## config.mk

```make
export PLATFORM = sky130hd
export DESIGN_NAME = pst_dist
export DESIGN_NICKNAME = d
export VERILOG_FILES = /design/src/pst_pkg.sv /design/src/pst_dist.sv
export SDC_FILE = /design/constraint.sdc
export NUM_CORES = 2
export LEC_CHECK = 0
export ABC_AREA = 1
export BUFFER_PORTS_ARGS = -buffer_cell sky130_fd_sc_hd__buf_4
export CAP_MARGIN = 5
export CORE_MARGIN = 3
export CORE_UTILIZATION = 50
export DETAILED_ROUTE_END_ITERATION = 6
export HOLD_SLACK_MARGIN = 0.06
export PLACE_DENSITY = 0.72
export SYNTH_ARGS = -nofsm -noshare
export SYNTH_HDL_FRONTEND = slang
export SYNTH_SLANG_ARGS = --single-unit
```

## constraint.sdc

```tcl
create_clock -name clk -period 6.05 [get_ports clk]
set_input_delay 1.21 -clock clk [delete_from_list [all_inputs] [get_ports clk]]
set_output_delay 1.21 -clock clk [all_outputs]
set_load 0.02 [all_outputs]
```

## src/pst_pkg.sv

```systemverilog
// Shared types and constants for the point store with radius search.
// Used by every module of the block; depends on nothing.
package pst_pkg;

  localparam int unsigned MAX_POINTS_DEF = 256;
  localparam int unsigned COORD_W        = 16;
  localparam int unsigned R2_W           = 2 * COORD_W;
  localparam int unsigned DIST_W         = R2_W + 2;

  typedef enum logic [1:0] {
    OP_CLEAR  = 2'd0,
    OP_APPEND = 2'd1,
    OP_QUERY  = 2'd2,
    OP_REMOVE = 2'd3
  } op_t;

  typedef enum logic [2:0] {
    ST_IDLE = 3'b001,
    ST_SCAN = 3'b010,
    ST_DONE = 3'b100
  } state_t;

  typedef struct packed {
    logic signed [COORD_W-1:0] x;
    logic signed [COORD_W-1:0] y;
    logic signed [COORD_W-1:0] z;
  } point_t;

endpackage

```

## src/pst_dist.sv

```systemverilog
// Three-stage squared-distance pipeline: difference, square, sum.
// Carries the entry index and point alongside. Depends on pst_pkg.
module pst_dist #(
  parameter int unsigned AW = 8
) (
  input  logic                       clk,
  input  logic                       rst_n,
  input  logic                       in_vld,
  input  logic [AW-1:0]              in_idx,
  input  pst_pkg::point_t            in_pt,
  input  pst_pkg::point_t            probe,
  output logic                       res_vld,
  output logic [AW-1:0]              res_idx,
  output pst_pkg::point_t            res_pt,
  output logic [pst_pkg::DIST_W-1:0] res_dist,
  output logic                       busy
);

  localparam int unsigned DW = pst_pkg::COORD_W + 1;
  localparam int unsigned PW = 2 * DW;
  localparam int unsigned SW = pst_pkg::R2_W;

  logic                 v1_r, v2_r, v3_r;
  logic [AW-1:0]        idx1_r, idx2_r, idx3_r;
  pst_pkg::point_t      pt1_r, pt2_r, pt3_r;
  logic signed [DW-1:0] dx_r, dy_r, dz_r;
  logic [SW-1:0]        sqx_r, sqy_r, sqz_r;
  logic [pst_pkg::DIST_W-1:0] sum_r;

  logic signed [DW-1:0] dx_nxt, dy_nxt, dz_nxt;
  logic signed [PW-1:0] px, py, pz;

  assign dx_nxt = DW'(in_pt.x) - DW'(probe.x);
  assign dy_nxt = DW'(in_pt.y) - DW'(probe.y);
  assign dz_nxt = DW'(in_pt.z) - DW'(probe.z);

  assign px = PW'(dx_r) * PW'(dx_r);
  assign py = PW'(dy_r) * PW'(dy_r);
  assign pz = PW'(dz_r) * PW'(dz_r);

  always_ff @(posedge clk) begin
    if (!rst_n) begin
      v1_r <= 1'b0;
      v2_r <= 1'b0;
      v3_r <= 1'b0;
    end else begin
      v1_r <= in_vld;
      v2_r <= v1_r;
      v3_r <= v2_r;
    end
  end

  always_ff @(posedge clk) begin
    idx1_r <= in_idx;
    pt1_r  <= in_pt;
    dx_r   <= dx_nxt;
    dy_r   <= dy_nxt;
    dz_r   <= dz_nxt;
    idx2_r <= idx1_r;
    pt2_r  <= pt1_r;
    sqx_r  <= px[SW-1:0];
    sqy_r  <= py[SW-1:0];
    sqz_r  <= pz[SW-1:0];
    idx3_r <= idx2_r;
    pt3_r  <= pt2_r;
    sum_r  <= pst_pkg::DIST_W'(sqx_r) + pst_pkg::DIST_W'(sqy_r)
            + pst_pkg::DIST_W'(sqz_r);
  end

  assign res_vld  = v3_r;
  assign res_idx  = idx3_r;
  assign res_pt   = pt3_r;
  assign res_dist = sum_r;
  assign busy     = v1_r | v2_r | v3_r;

endmodule

```

# Word-level counts from Yosys, hierarchy flattened

Index checks and enable logic that the tools add are counted.

$add $sub $neg: 5
Multipliers: 3
Bitwise gates (word level): 2

Operators with widths:

| kind             | count |
|---|---|
| $mul A17 B17 Y32 | 3 |
| $sub A16 B16 Y17 | 3 |
| $add A33 B32 Y34 | 1 |
| $add A32 B32 Y33 | 1 |
| $or A1 B1 Y1     | 2 |

Register bits after elaboration: 352
Output and inout port bits: 92
Word-level logic and storage cells: 32

# Longest topological paths before layout

Word-level depth: 2
Mapped depth: 27

# Worst setup path before layout

Ideal clock, no wire load.

Path type: flip-flop to flip-flop
Start: reg dx_r[16]
End: reg sqx_r[31]
Arrival time: 5.561 ns
Required time: 5.938 ns
Setup slack: 0.377 ns
Stages on the path, launching flop included: 25
Clock period less this slack: 5.673 ns
Cell sequence: dfxtp_1 clkbuf_1 buf_1 nand2_1 fa_1 inv_1 fa_1 inv_1 fa_1 inv_1 fa_1 inv_1 fa_1 inv_1 fa_1 ha_1 nand2_1 nor2_1 nand2_1 nor4_1 nand2_1 nand2_1 inv_1 nand2_1 nand2_1

Longest elaborated chain between the ends: 1

RTL lines:

| what                   | RTL line       | text |
|---|---|---|
| from (decl)            | pst_dist.sv:26 | `logic signed [DW-1:0] dx_r, dy_r, dz_r;` |
| from (signal assigned) | pst_dist.sv:56 | `dx_r <= dx_nxt;` |
| $mul A17 B17 Y32       | pst_dist.sv:37 | `assign px = PW'(dx_r) * PW'(dx_r);` |
| named net px[31]       | pst_dist.sv:31 | `logic signed [PW-1:0] px, py, pz;` |
| to (signal assigned)   | pst_dist.sv:61 | `sqx_r <= px[SW-1:0];` |
| to (decl)              | pst_dist.sv:27 | `logic [SW-1:0] sqx_r, sqy_r, sqz_r;` |

The timed path passes the listed nets, and every way through them passes these cells.
A chain may end at the register's enable or synchronous reset.

# Worst setup path after layout

Start: reg dx_r[16]
End: reg sqx_r[27]

Same word-level chain as after synthesis.

==> flow_summary.json <==
{
  "synth_area_leader_cell": "fa_1",
  "num_io_pins": 199,
  "r2r_slack_ns": 0.27,
  "core-area_sq_um": 82640,
  "slew_violations": 0,
  "synth-warning-count": 0,
  "regToRegEndpoint": "sqx_r[27]",
  "cts_tree": "built",
  "worstSkewPairLatency_ns": 0.59,
  "dr.pass1.iters": 5,
  "syn_to_final_growth_pct": 10.49,
  "numCtsBuffers": 42,
  "grt_start_max_net_pins": 20,
  "critPathBufInv": 5,
  "r2r_cells": 19,
  "synth_cell_types": 46,
  "yosysSeqAreaShare": 0.1662,
  "crit_start": "dx_r[16]",
  "endpoint": "sqx_r[27]",
  "num_antenna_cells": 0,
  "dieArea_sq_um": 87590,
  "ys_ff_latch": 349,
  "holdWs_ns": 0.3231,
  "synth_top_area_share": 0.3824,
  "status": "finished clean",
  "grt_use_total": 0.2246,
  "ys_top_cells_by_count": "1423 x inv_1, 972 x nand2_1, 803 x fa_1",
  "final_layout_size_suffix_gt1_frac": 0.08159,
  "synth.most_common_cell": "inv_1",
  "crit_path_frequent_cell": "fa_1",
  "root_buffer": "clkbuf_16",
  "cap_violations": 0,
  "crit_slowest_cell": "fa_1",
  "required_ns": 6.54,
  "grt_pass1_wl_mm": 159.1,
  "start_util": 0.5087,
  "slew_headroom": 0.5102,
  "drt_iter0_markers": 1697,
  "critPathMaxFanout": 8,
  "multi_input_area_sq_um": 29320,
  "fin_setup_tns_ns": 0,
  "critical_path.max_stage_delay_ns": 0.70,
  "max_freq_ghz": 0.1730,
  "regArea_sq_um": 7005,
  "r2r-start": "dx_r[16]",
  "grt_antenna_before_repair": 2,
  "worstSetupStartpointType": "register",
  "worstMarginPinSlew_ns": 0.7326,
  "synthFlopType": "dfxtp_1",
  "portBuffers": 198,
  "routed_wl_mm": 93.43,
  "fillCellCount": 7375,
  "die_h_um": 296.0,
  "synthArstFlopShare": 0,
  "setup_viol": 0,
  "fin_worst_skew_ns": 0.02799,
  "ctsLongestPathBuffers": 3,
  "hold_violations": 0,
  "cts_setup_buffers": 0,
  "end_kind": "register",
  "hp-class": "register to register",
  "wl_per_cell_um": 14.97,
  "layout_min_cycle_time_ns": 5.781,
  "worstPathArrival_ns": 6.27,
  "ant_nets": 0,
  "netlist_instances": 4932,
  "clkTransAtPathRegs_ns": 0.06,
  "syn_area_per_cell_sq_um": 8.523,
  "dpl.hpwl_mm": 81.58,
  "cp.depth": 19,
  "cts.sinks": 349,
  "critPathTopFamily": "adder cells",
  "syn_area_sq_um": 42040,
  "rows": 105,
  "nets": 6381,
  "cts.htree.levels": 2,
  "drc_errors": 0,
  "fin_crit_sh": 0.9555,
  "crit_type": "register to register",
  "cp_cell_sequence": "buf_4 -> nand2_1 -> inv_1 -> fa_1 -> fa_2 -> inv_1 -> fa_1 -> fa_1 -> inv_1 -> fa_1 -> fa_1 -> ha_1 -> a21oi_1 -> o21ai_0 -> a21oi_1 -> nand3_1 -> nand2_1 -> inv_1 -> nor2_1",
  "grt_pass1_vias": 32401,
  "vias_per_cell": 4.857,
  "grt_overflow": 0,
  "gp_congestion": 0.9138,
  "die_x_um": 296.0,
  "vias": 30319,
  "synth_area_leaders": "fa_1 38%, dfxtp_1 17%, inv_1 13%",
  "synth_edf_count": 0,
  "grt_setup_unrepaired": "false"
}
cells in the final DEF (no fill, tap or decap), types with 84 or more instances in the layout:
cell type / netlist / routed
ha_1: 331 / 330
buf_4: 0 / 267
nand2_1: 972 / 972
inv_1: 1423 / 1422
dfxtp_1: 349 / 334
nor2_1: 212 / 212
a21oi_1: 165 / 165
fa_1: 803 / 798
o21ai_0: 84 / 84
xor2_1: 121 / 121
nand3_1: 132 / 132
registers in the layout, summed over array words and instances, names as in the netlist, 17 cells and up:
name / cells
pt1_r: 48
pt2_r: 48
res_pt: 48
res_dist: 34
sqx_r: 31
sqy_r: 31
sqz_r: 31
dx_r: 17
dy_r: 17
dz_r: 17
metrics by stage:
stage / setup slack [ns] / util / instances / area (sq um)
3_3_place_gp: 0.2021 / 0.5449 / 6166 / 45030
2_1_floorplan: 0.3770 / - / 4934 / 42040
5_1_grt: 0.0003468 / 0.5620 / 6242 / 46440
3_5_place_dp: 0.1944 / 0.5449 / 6166 / 45030
4_1_cts: 0.1327 / 0.5615 / 6242 / 46400
6_report: 0.2692 / 0.5620 / 6242 / 46440
layer usage:
layer / up-vias / GRT usage / wire (um)
met4: 0 / 0.05688 / 2273
met3: 128 / 0.03363 / 5222
li1: 14726 / - / -
met1: 14762 / 0.3129 / 42060
met2: 703 / 0.3708 / 43880
met5: - / 0 / 0
repair_timing:
| action | CTS | global route |
|---|---|---|
| setup endpoints to repair | 0 | 24 |
| hold buffers | 0 | 0 |
| resized for setup | 0 | 23 |
cell type report:
| cell class | instances | area share |
|---|---|---|
| clock inverter | 22 | 0.005011 |
| multi-input combinational | 3053 | 0.6312 |
| tap | 1070 | 0.02883 |
| clock buffer | 54 | 0.02446 |
| timing repair buffer | 270 | 0.04445 |
| sequential | 349 | 0.1508 |
| inverter | 1424 | 0.1152 |
how the worst min path moves through the flow:
stage	from	end	slack (ns)	cells past startpoint
2_1_floorplan	idx1_r[0]	idx2_r[0]	0.31	0
3_3_place_gp	pt1_r[0]	pt2_r[0]	0.31	0
3_5_place_dp	pt2_r[6]	res_pt[6]	0.31	0
4_1_cts	pt2_r[36]	res_pt[36]	0.32	0
5_1_grt	pt2_r[36]	res_pt[36]	0.32	0
6_report	pt2_r[36]	res_pt[36]	0.32	0
cell families (layout without fill, tap and decap cells):
logic type	count (synthesis)	in the layout	share of synthesized area
compound gates	326	326	0.04325
fa+ha+maj	1134	1134	0.4810
other cells	1	3	0.00008921
buf+inv	1532	1770	0.1370
simple gates	1436	1436	0.1404
xor+xnor	154	154	0.03209
flops	349	349	0.1662
worst register-to-register path: cells and delay by family, from the launching register on:
kind                       cells  cell delay [ns]
DFF                            1             0.37
adders and majority gates      7             3.53
buffers and inverters          5             0.63
AOI/OAI and AO/OA              3             0.65
and+or+nand+nor                4             0.48
Power is not shown: default switching activity piles up to over one toggle a cycle in this logic, so the estimate is an artifact.
